File: config.mk
export PLATFORM = sky130hd
export DESIGN_NAME = multi_reader_broadcast_fifo_unit
export DESIGN_NICKNAME = d
export VERILOG_FILES = /design/src/rtl/mrbf_pkg.sv /design/src/rtl/mrbf_datapath.sv /design/src/rtl/mrbf_ctrl.sv /design/src/rtl/multi_reader_broadcast_fifo_unit.sv
export SDC_FILE = /design/constraint.sdc
export NUM_CORES = 1
export LEC_CHECK = 0
export BUFFER_PORTS_ARGS = -buffer_cell sky130_fd_sc_hd__buf_2
export CORE_ASPECT_RATIO = 1.4
export CORE_MARGIN = 10
export CORE_UTILIZATION = 60
export CTS_CLUSTER_DIAMETER = 30
export DETAILED_ROUTE_END_ITERATION = 12
export PLACE_DENSITY = 0.77
export SYNTH_ARGS = -nofsm -noshare
export SYNTH_HDL_FRONTEND = slang
export SYNTH_SLANG_ARGS = --single-unit
export TNS_END_PERCENT = 20
File: constraint.sdc
create_clock -name clock -period 13.3 [get_ports clock]
set_input_delay 1.33 -clock clock [delete_from_list [all_inputs] [get_ports clock]]
set_output_delay 1.33 -clock clock [all_outputs]
set_load 0.1 [all_outputs]
File: src/rtl/mrbf_pkg.sv
// Shared types and status codes for the multi-reader broadcast FIFO.
`timescale 1ns / 1ps
package mrbf_pkg;

   localparam logic [1:0] ST_OK      = 2'd0;
   localparam logic [1:0] ST_NO_DATA = 2'd1;
   localparam logic [1:0] ST_FULL    = 2'd2;

   localparam logic CMD_INSERT = 1'b0;
   localparam logic CMD_READ   = 1'b1;

   typedef struct packed {
      logic        cmd;
      logic [63:0] record_in;
      logic        reader_id;
   } req_type;

   typedef struct packed {
      logic [1:0]  status;
      logic [63:0] record_out;
   } rsp_type;

   typedef struct packed {
      logic capture;
      logic commit_insert;
      logic commit_read;
   } ctl_cmd_type;

   typedef struct packed {
      logic req_is_read;
   } ctl_status_type;

endpackage

File: src/rtl/mrbf_datapath.sv
// Datapath: record store, queue pointers, reader flags and result register.
`timescale 1ns / 1ps
module mrbf_datapath #(
   parameter int QUEUE_DEPTH  = 16,
   parameter int NUM_READERS  = 2,
   parameter int RECORD_WIDTH = 64
) (
   input  logic                    clock,
   input  logic                    reset,
   input  mrbf_pkg::req_type       req_item,
   input  mrbf_pkg::ctl_cmd_type   ctl_cmd,
   output mrbf_pkg::ctl_status_type ctl_status,
   output logic                    rsp_valid,
   output mrbf_pkg::rsp_type       rsp_item
);
   import mrbf_pkg::*;

   localparam int IDX_W = $clog2(QUEUE_DEPTH);
   localparam int CNT_W = $clog2(QUEUE_DEPTH + 1);

   logic [RECORD_WIDTH-1:0] mem [QUEUE_DEPTH];

   req_type                 req_ff;
   logic [RECORD_WIDTH-1:0] rd_data_ff;
   logic [IDX_W-1:0]        head_ff, head_in;
   logic [IDX_W-1:0]        tail_ff, tail_in;
   logic [CNT_W-1:0]        count_ff, count_in;
   logic [NUM_READERS-1:0]  seen_ff, seen_in;
   logic                    rsp_valid_ff, rsp_valid_in;
   rsp_type                 rsp_ff, rsp_in;

   logic                    full, empty, reader_ok, seen_hit, do_write;
   logic [NUM_READERS-1:0]  rd_mask, seen_next;

   assign full      = (count_ff == CNT_W'(QUEUE_DEPTH));
   assign empty     = (count_ff == '0);
   assign reader_ok = ({31'd0, req_ff.reader_id} < NUM_READERS);
   assign rd_mask   = reader_ok ? (NUM_READERS'(1) << req_ff.reader_id) : '0;
   assign seen_hit  = |(seen_ff & rd_mask);
   assign seen_next = seen_ff | rd_mask;
   assign do_write  = ctl_cmd.commit_insert && !full;

   assign ctl_status.req_is_read = (req_ff.cmd == CMD_READ);

   always_comb begin
      head_in      = head_ff;
      tail_in      = tail_ff;
      count_in     = count_ff;
      seen_in      = seen_ff;
      rsp_valid_in = ctl_cmd.commit_insert || ctl_cmd.commit_read;
      rsp_in       = rsp_ff;
      if (ctl_cmd.commit_insert) begin
         rsp_in.record_out = '0;
         if (full) begin
            rsp_in.status = ST_FULL;
         end else begin
            rsp_in.status = ST_OK;
            tail_in  = (tail_ff == IDX_W'(QUEUE_DEPTH - 1)) ? '0 : tail_ff + IDX_W'(1);
            count_in = count_ff + CNT_W'(1);
         end
      end else if (ctl_cmd.commit_read) begin
         if (empty || !reader_ok || seen_hit) begin
            rsp_in.status     = ST_NO_DATA;
            rsp_in.record_out = '0;
         end else begin
            rsp_in.status     = ST_OK;
            rsp_in.record_out = 64'(rd_data_ff);
            if (&seen_next) begin
               // last reader took the head: pop it
               head_in  = (head_ff == IDX_W'(QUEUE_DEPTH - 1)) ? '0 : head_ff + IDX_W'(1);
               count_in = count_ff - CNT_W'(1);
               seen_in  = '0;
            end else begin
               seen_in = seen_next;
            end
         end
      end
   end

   always_ff @(posedge clock) begin
      if (reset) begin
         head_ff      <= '0;
         tail_ff      <= '0;
         count_ff     <= '0;
         seen_ff      <= '0;
         rsp_valid_ff <= 1'b0;
      end else begin
         head_ff      <= head_in;
         tail_ff      <= tail_in;
         count_ff     <= count_in;
         seen_ff      <= seen_in;
         rsp_valid_ff <= rsp_valid_in;
      end
   end

   always_ff @(posedge clock) begin
      rsp_ff <= rsp_in;
      if (ctl_cmd.capture) begin
         req_ff     <= req_item;
         rd_data_ff <= mem[head_ff];
      end
   end

   always_ff @(posedge clock) begin
      if (do_write) begin
         mem[tail_ff] <= req_ff.record_in[RECORD_WIDTH-1:0];
      end
   end

   assign rsp_valid = rsp_valid_ff;
   assign rsp_item  = rsp_ff;

endmodule

File: src/rtl/mrbf_ctrl.sv
// Controller: sequences capture and commit of one item at a time.
`timescale 1ns / 1ps
module mrbf_ctrl (
   input  logic                     clock,
   input  logic                     reset,
   input  logic                     start,
   output logic                     busy,
   input  mrbf_pkg::ctl_status_type ctl_status,
   output mrbf_pkg::ctl_cmd_type    ctl_cmd
);
   import mrbf_pkg::*;

   localparam logic S_IDLE   = 1'b0;
   localparam logic S_COMMIT = 1'b1;

   logic state_ff, state_in;

   always_comb begin
      state_in = state_ff;
      ctl_cmd  = '0;
      case (state_ff)
         S_IDLE: begin
            if (start) begin
               ctl_cmd.capture = 1'b1;
               state_in        = S_COMMIT;
            end
         end
         S_COMMIT: begin
            ctl_cmd.commit_read   = ctl_status.req_is_read;
            ctl_cmd.commit_insert = !ctl_status.req_is_read;
            state_in              = S_IDLE;
         end
         default: begin
            state_in = S_IDLE;
         end
      endcase
   end

   always_ff @(posedge clock) begin
      if (reset) begin
         state_ff <= S_IDLE;
      end else begin
         state_ff <= state_in;
      end
   end

   assign busy = (state_ff != S_IDLE);

endmodule

File: src/rtl/multi_reader_broadcast_fifo_unit.sv
// Top level of the multi-reader broadcast FIFO.
`timescale 1ns / 1ps
// Usage:
//   Command channel: drive req_item and raise start; the item is taken at a
//   clock edge with start high and busy low. cmd INSERT appends record_in at
//   the tail (status FULL when the store holds QUEUE_DEPTH records); cmd READ
//   lets reader_id take the head record once. The head pops after every
//   reader has taken it. A read with nothing for that reader answers
//   NO_DATA at once.
//   Result channel: rsp_valid strobes for one cycle with rsp_item; the
//   receiver cannot hold it off, so it must take it in that cycle.
//   Timing: capture cycle (head slot read from the store), commit cycle
//   (pointers, flags and store updated), result on the following cycle.
//   busy is high in the commit cycle, so a new item is taken only after the
//   capture/commit sequence of the controller for the last one is done.
//   Reset clears pointers, count, reader flags and the controller; store
//   contents are undefined until written and never reach rsp_item before that.
module multi_reader_broadcast_fifo_unit #(
   parameter int QUEUE_DEPTH  = 16,
   parameter int NUM_READERS  = 2,
   parameter int RECORD_WIDTH = 64
) (
   input  logic              clock,
   input  logic              reset,
   input  logic              start,
   output logic              busy,
   input  mrbf_pkg::req_type req_item,
   output logic              rsp_valid,
   output mrbf_pkg::rsp_type rsp_item
);
   import mrbf_pkg::*;

   ctl_cmd_type    ctl_cmd;
   ctl_status_type ctl_status;

   // controller: one item in flight
   mrbf_ctrl u_ctrl (
      .clock      (clock),
      .reset      (reset),
      .start      (start),
      .busy       (busy),
      .ctl_status (ctl_status),
      .ctl_cmd    (ctl_cmd)
   );

   // datapath: store, pointers, reader flags, result register
   mrbf_datapath #(
      .QUEUE_DEPTH  (QUEUE_DEPTH),
      .NUM_READERS  (NUM_READERS),
      .RECORD_WIDTH (RECORD_WIDTH)
   ) u_datapath (
      .clock      (clock),
      .reset      (reset),
      .req_item   (req_item),
      .ctl_cmd    (ctl_cmd),
      .ctl_status (ctl_status),
      .rsp_valid  (rsp_valid),
      .rsp_item   (rsp_item)
   );

endmodule
==> impl_metrics.py, run 1 <==
metrics = {
    "synthesis": {
        "syn-num-nets": 2123,
        "yosysUniqueCellTypes": 46,
        "ys_seq_elements": 1237,
        "ys_warn_count": 0,
        "synthCells": 2047,
        "yosys_most_used_dff": "edfxtp_1",
        "synth-edff-count": 1156,
        "avgSynthCellArea_sq_um": 22.4,
        "syn_area_sq_mm": 0.0458,
        "synthArstFlopShare": 0,
        "synth_seq_area_share": 0.793,
    },
    "global_routing": {
        "use_met3": 0.0469,
        "grtUsageMet2": 0.401,
        "grt_pass1_vias": 23100,
        "grt_usage": 0.239,
        "use_met1": 0.304,
        "antenna_found_initial": 1,
        "gr-max-usage-layer": "met2",
        "grt_max_degree": 175,
        "overflow": 0,
        "grt_pass1_wl_mm": 153,
    },
    "cells_and_area": {
        "drive_gt1_frac": 0.302,
        "antenna_cells": 0,
        "postLayoutCellArea_sq_mm": 0.0527,
        "fin_nets": 2332,
        "nFillCells": 4226,
        "area_growth_pct": 15.1,
        "final_cells": 3352,
    },
    "cts": {
        "h-tree-depth": 4,
        "clockBufferDepth": 3,
        "cts-buffers-inserted": 151,
        "cts-root-buf": "clkbuf_16",
        "ctsHoldBuffers": 0,
        "postCtsSetupRepairBufs": 0,
        "clk_latency_ns": 0.75,
        "clk_pin_slew_ns": 0.06,
        "tritoncts": "yes",
        "clkSinkCount": 1237,
        "ctsResizeCount": 0,
    },
    "timing": {
        "timing.fmax_mhz": 238,
        "rsz0062_at_grt": "no",
        "fin_ws_ns": 9.09,
        "period_minus_slack_ns": 4.21,
        "hold_violations": 0,
        "skew_ns": 0.0383,
        "finalCritPeriodShare": 0.316,
        "setup_tns_ns": 0,
        "final_max_slew_viol_count": 0,
        "relSlewSlack": 0.175,
        "tightestPinTransition_ns": 1.23,
        "final-setup-viol-count": 0,
    },
    "pwr": {
        "irDropWorstVdd_mv": 0.132,
        "p_switching_w": 0.00197,
        "comb_power_share": 0.029,
        "clkPwrFrac": 0.471,
        "p_int_w": 0.00678,
        "p_leak_nw": 16.7,
        "p_per_area_mw_per_mm2": 166,
        "p_seq_frac": 0.500,
        "swShare": 0.225,
    },
    "detailed_routing": {
        "ant_nets": 0,
        "wl_mm": 103,
        "drc": 0,
        "drt_iter0_drc": 2755,
        "routed_via_density": 6.54,
        "dr_total_vias": 21900,
        "routedWlPerCell_um": 30.7,
        "dr.pass1.iters": 5,
    },
    "critical_path": {
        "cp-end-kind": "flop",
        "critPathKind": "flop to flop",
        "crit_fanout": 52,
        "crit_arrival_ns": 4.65,
        "critPathRequiredTime_ns": 13.74,
        "start_kind": "flop",
    },
    "run": {
        "drv_cap": 0,
    },
    "placement": {
        "dpl.hpwl_mm": 46.9,
        "dp_cells": 3071,
        "port_buffers": 136,
        "place_ws_ns": 9.07,
        "post_dp_cell_area_sq_mm": 0.0476,
        "gp_congestion": 0.725,
    },
    "die": {
        "io_pins": 137,
        "core_area_sq_mm": 0.0755,
        "fp.dieH_um": 347,
        "chipWidth_um": 254,
        "placementRows": 119,
        "die-area_sq_mm": 0.0879,
        "start_util": 0.607,
    },
    "status": {
        "outcome": "finished, final reports clean",
    },
    "min_path": {
        "holdCritPathClass": "flop to flop",
    },
}
## layout make-up
class,instances,area (sq um),area share
Clock inverter,112,1240,0.0235
Inverter,8,31.3,0.000593
Multi-Input combinational cell,686,8990,0.171
Sequential cell,1237,36300,0.689
Timing Repair Buffer,172,988,0.0187
Clock buffer,169,3910,0.0741
Tap cell,968,1210,0.0230
## path summary, 6_finish.rpt
path / start / to / slack (ns) / cells after the start
worst max-delay path: u_datapath.head_ff[0] / u_datapath.rd_data_ff[47] / 9.09 / 6
worst min-delay path: u_datapath.rd_data_ff[15] / u_datapath.rsp_item[15] / 0.45 / 1
worst max register to register: u_datapath.head_ff[0] / u_datapath.rd_data_ff[47] / 9.09 / 6
worst min register to register: u_datapath.rd_data_ff[15] / u_datapath.rsp_item[15] / 0.45 / 1
## synthesized netlist by cell type (all sizes together), types with 4 or more instances
cell type,count,area share
mux2i,67,0.015
buf,50,0.0069
a22o,64,0.012
ha,7,0.0019
nor2b,68,0.0093
inv,8,0.00066
nor3,6,0.00066
nor2,21,0.0017
o21ai,6,0.00090
nand3,4,0.00044
a211oi,64,0.010
mux4,256,0.13
nand2,14,0.0011
dfxtp,81,0.035
a21oi,79,0.0087
clkbuf,66,0.0054
edfxtp,1156,0.76
## power by group through the flow
stage          registers (W)  logic (W)  clock network [W]
2_1_floorplan        0.00457  0.0000602                  0
3_3_place_gp         0.00445   0.000252                  0
3_5_place_dp         0.00446   0.000255                  0
4_1_cts              0.00438   0.000257            0.00417
5_1_grt              0.00438   0.000264            0.00432
6_report             0.00438   0.000254            0.00412
## cell usage in the layout (no fill, tap or decap), types with 3 or more instances in the layout
master	Yosys	final
clkinv_1	0	7
inv_6	0	21
a22o_1	64	64
inv_1	8	7
edfxtp_1	1156	1156
bufinv_16	0	12
inv_8	0	8
ha_1	7	7
clkinvlp_4	0	15
nand3_1	4	4
nor3_2	0	4
o21ai_0	5	5
inv_16	0	3
mux2i_1	67	67
dfxtp_4	0	4
dfxtp_1	81	77
nor2_1	21	9
nand2_1	14	14
clkbuf_16	0	153
clkinv_4	0	19
buf_4	14	33
a21oi_1	78	78
nor2_4	0	12
buf_2	25	136
mux4_2	256	256
clkinv_2	0	20
clkinv_8	0	7
a211oi_1	64	64
clkbuf_1	66	14
buf_12	0	3
nor2b_1	68	67
## per-layer routing
layer,vias up,wire length (um)
met2,1235,54100
li1,9044,-
met1,11400,36700
met4,2,3540
met3,239,8650
met5,-,11
## registers in the layout, indices dropped and copies added (netlist names), 2 cells and up
signal and cells:
u_datapath.count_ff 5, u_datapath.head_ff 4, u_datapath.mem 1024, u_datapath.rd_data_ff 64, u_datapath.req_ff 65, u_datapath.rsp_item 66, u_datapath.seen_ff 2, u_datapath.tail_ff 4
## worst max-delay path, cell delays in order (launching register included)
cell      delay (ns)
dfxtp_4         0.92
buf_4           0.78
buf_4           0.89
mux4_2          0.61
nor2b_1         0.15
a211oi_1        0.36
a21oi_1         0.09
## through the flow
| stage | hold WS (ns) | total power [W] | utilization |
|---|---|---|---|
| floorplan | 0.436 | 0.00463 | - |
| global placement | 0.441 | 0.00470 | 0.630 |
| detailed placement | 0.442 | 0.00471 | 0.630 |
| CTS | 0.456 | 0.00880 | 0.698 |
| global route | 0.472 | 0.00897 | 0.698 |
| finish | 0.450 | 0.00875 | 0.698 |
## cells by family after synthesis
family,Yosys count,synth area share
simple gates,126,0.0153
fa+ha+maj,7,0.00191
flops,1237,0.793
xor+xnor,2,0.000382
compound gates,226,0.0351
mux,325,0.141
buf+inv,124,0.0130
(Power assumes the default switching activity.)
==> run 2, diff against run 1 <==
- ABC_AREA: unset -> 1
- CORE_UTILIZATION: 60 -> 56
- PLACE_DENSITY: 0.77 -> 0.76
- clock period: 13.3 -> 3.7 ns (I/O delays scaled with it)
==> run 2 against run 1 <==
  * Clock power rose to 3.6 times the previous value
  * Cell count up 42%
  * First-iteration DRC count up 19%
  * Maximum frequency up 50%
  * Hold slack worse by 0.11 ns
  * Design area up 3.0%
  * Clock skew down 0.015 ns
  * Core utilization down 4.2 points
  * Die area up 8.2%
  * Critical path depth up 1
  * Combinational power up 66%
==> impl_metrics.py, run 2 <==
metrics = {
    "die": {
        "die-area_sq_mm": 0.0952,
        "placementRows": 125,
        "fp.dieH_um": 361,
        "core_area_sq_mm": 0.0827,
        "start_util": 0.562,
        "chipWidth_um": 264,
        "io_pins": 137,
    },
    "detailed_routing": {
        "dr_total_vias": 28400,
        "drc": 0,
        "wl_mm": 107,
        "ant_nets": 0,
        "routedWlPerCell_um": 22.6,
        "dr.pass1.iters": 5,
        "routed_via_density": 5.98,
        "drt_iter0_drc": 3281,
    },
    "critical_path": {
        "crit_slowest_cell": "buf_4",
        "crit_fanout": 44,
        "start_kind": "flop",
        "critPathKind": "flop to flop",
        "crit_arrival_ns": 3.15,
        "path_cells": "nand2_2 -> inv_1 -> nand2_1 -> inv_1 -> nand2_1 -> nor2_4 -> buf_4",
        "critPathMaxStageDelay_ns": 0.63,
        "critPathRequiredTime_ns": 4.05,
        "cp-end-kind": "flop",
    },
    "synthesis": {
        "yosys.area.top_type_share": 0.746,
        "synthCells": 3353,
        "ys_seq_elements": 1237,
        "synth_top_family_by_area": "compound AO/OA/AOI/OAI gates",
        "yosys-top-cells-area": "edfxtp_1 (75%), nor2_1 (5.4%), o21ai_0 (4.8%)",
        "synthArstFlopShare": 0,
        "syn_area_sq_mm": 0.0465,
        "synth-edff-count": 1156,
        "synth_common_cells": "edfxtp_1 (1156), nor2_1 (675), o21ai_0 (442), nand2_1 (171), nand3_1 (139)",
        "synth_compound_area_frac": 0.108,
        "ys_warn_count": 0,
        "synth_xor_area_frac": 0.000376,
        "synthMuxAreaShare": 0,
        "synthSimpleGateAreaFrac": 0.0839,
        "syn-num-nets": 3429,
        "yosysMostFrequentCell": "edfxtp_1",
        "synth_top_area_cell": "edfxtp_1",
        "synth_seq_area_share": 0.781,
        "avgSynthCellArea_sq_um": 13.9,
        "yosys_most_used_dff": "edfxtp_1",
        "yosys.area_share.adder": 0.00188,
        "yosysUniqueCellTypes": 28,
    },
    "global_routing": {
        "grt_pass1_vias": 28200,
        "antenna_found_initial": 0,
        "grt_pass1_wl_mm": 164,
        "grt_usage": 0.220,
        "grt_max_degree": 201,
        "overflow": 0,
    },
    "timing": {
        "fin_ws_ns": 0.899,
        "tightestPinTransition_ns": 0.964,
        "final-setup-viol-count": 0,
        "hold_slack_ns": 0.337,
        "period_minus_slack_ns": 2.80,
        "setup_tns_ns": 0,
        "timing.fmax_mhz": 357,
        "final_max_slew_viol_count": 0,
        "relSlewSlack": 0.357,
        "skew_ns": 0.0231,
        "rsz0062_at_grt": "no",
        "hold_violations": 0,
        "finalCritPeriodShare": 0.757,
    },
    "placement": {
        "dp_cells": 4398,
        "port_buffers": 136,
        "place_ws_ns": 0.961,
        "dpl.hpwl_mm": 54.1,
        "gp_congestion": 0.767,
    },
    "cells_and_area": {
        "antenna_cells": 0,
        "final_cell_mix": "edfxtp_1 (1156), nor2_1 (657), o21ai_0 (442), nand2_1 (171), clkbuf_16 (158)",
        "mostFrequentLayoutCell": "edfxtp_1",
        "final_cells": 4744,
        "largest_register_ffs": 1024,
        "area_growth_pct": 16.7,
        "fin_nets": 3617,
        "nFillCells": 5447,
        "top_register": "u_datapath.mem",
        "drive_gt1_frac": 0.128,
    },
    "cts": {
        "h-tree-depth": 4,
        "clkSinkCount": 1237,
        "clk_pin_slew_ns": 0.06,
        "cts-buffers-inserted": 151,
        "clockBufferDepth": 3,
        "clk_latency_ns": 0.74,
        "postCtsSetupRepairBufs": 0,
        "cts-root-buf": "clkbuf_16",
        "tritoncts": "yes",
    },
    "pwr": {
        "p_leak_nw": 18.3,
        "irDropWorstVdd_mv": 0.493,
        "p_per_area_mw_per_mm2": 568,
    },
    "run": {
        "drv_cap": 0,
    },
    "min_path": {
        "holdCritPathClass": "primary input to flop",
    },
    "status": {
        "outcome": "finished, final reports clean",
    },
}
-- run 2: metrics by stage --
stage,util,power [W],area [sq um]
floorplan,-,0.0161,46600
global placement,0.586,0.0163,48500
detailed placement,0.586,0.0163,48500
CTS,0.657,0.0310,54300
global route,0.657,0.0317,54300
finish,0.657,0.0309,54300
-- run 2: cell families after synthesis --
logic type,after synthesis
flops,1237
xor+xnor,2
fa+ha+maj,7
compound gates,861
buf+inv,255
simple gates,991
-- run 2: cell type report --
type | instances | area [sq um] | share of cell area
multi-input combinational | 1861 | 9190 | 0.169
clock inverter | 109 | 1150 | 0.0212
clock buffer | 168 | 4000 | 0.0737
tap | 1079 | 1350 | 0.0249
timing repair buffer | 257 | 2150 | 0.0396
inverter | 33 | 139 | 0.00256
sequential | 1237 | 36300 | 0.669
-- run 2: metal layers --
layer  part of all wire  track usage  wire length, um  up-vias
met4              0.028       0.0907             2980        0
met3              0.069       0.0358             7360      214
met2               0.52        0.384            56100     1213
met5                  0            0                0        -
li1                   -            -                -    12900
met1               0.38        0.268            40700    14000
-- run 2: critical path: cells and delay by family, from the launching register on --
kind / cells / cell delay (ns)
buffers and inverters: 3 / 0.93
DFF: 1 / 0.60
and+or+nand+nor: 4 / 0.81
-- run 2: final timing paths --
| kind | from | end | slack, ns | cells past startpoint |
|---|---|---|---|---|
| max reg2reg | u_ctrl.busy | u_datapath.mem[8][61] | 0.90 | 7 |
| min reg2reg | u_datapath.rd_data_ff[30] | u_datapath.rsp_item[30] | 0.45 | 1 |
| min | req_item[22] | u_datapath.req_ff[22] | 0.34 | 2 |
| max | u_ctrl.busy | u_datapath.mem[8][61] | 0.90 | 7 |
-- run 2: report_power, final --
part           internal (W)  switching, W
Combinational      0.000140      0.000281
Clock               0.00892       0.00587
Sequential           0.0154      0.000212
-- run 2: timing repair --
action	in CTS	in global routing
gates resized for setup	0	0
hold endpoints to repair	72	0
hold buffers	69	0
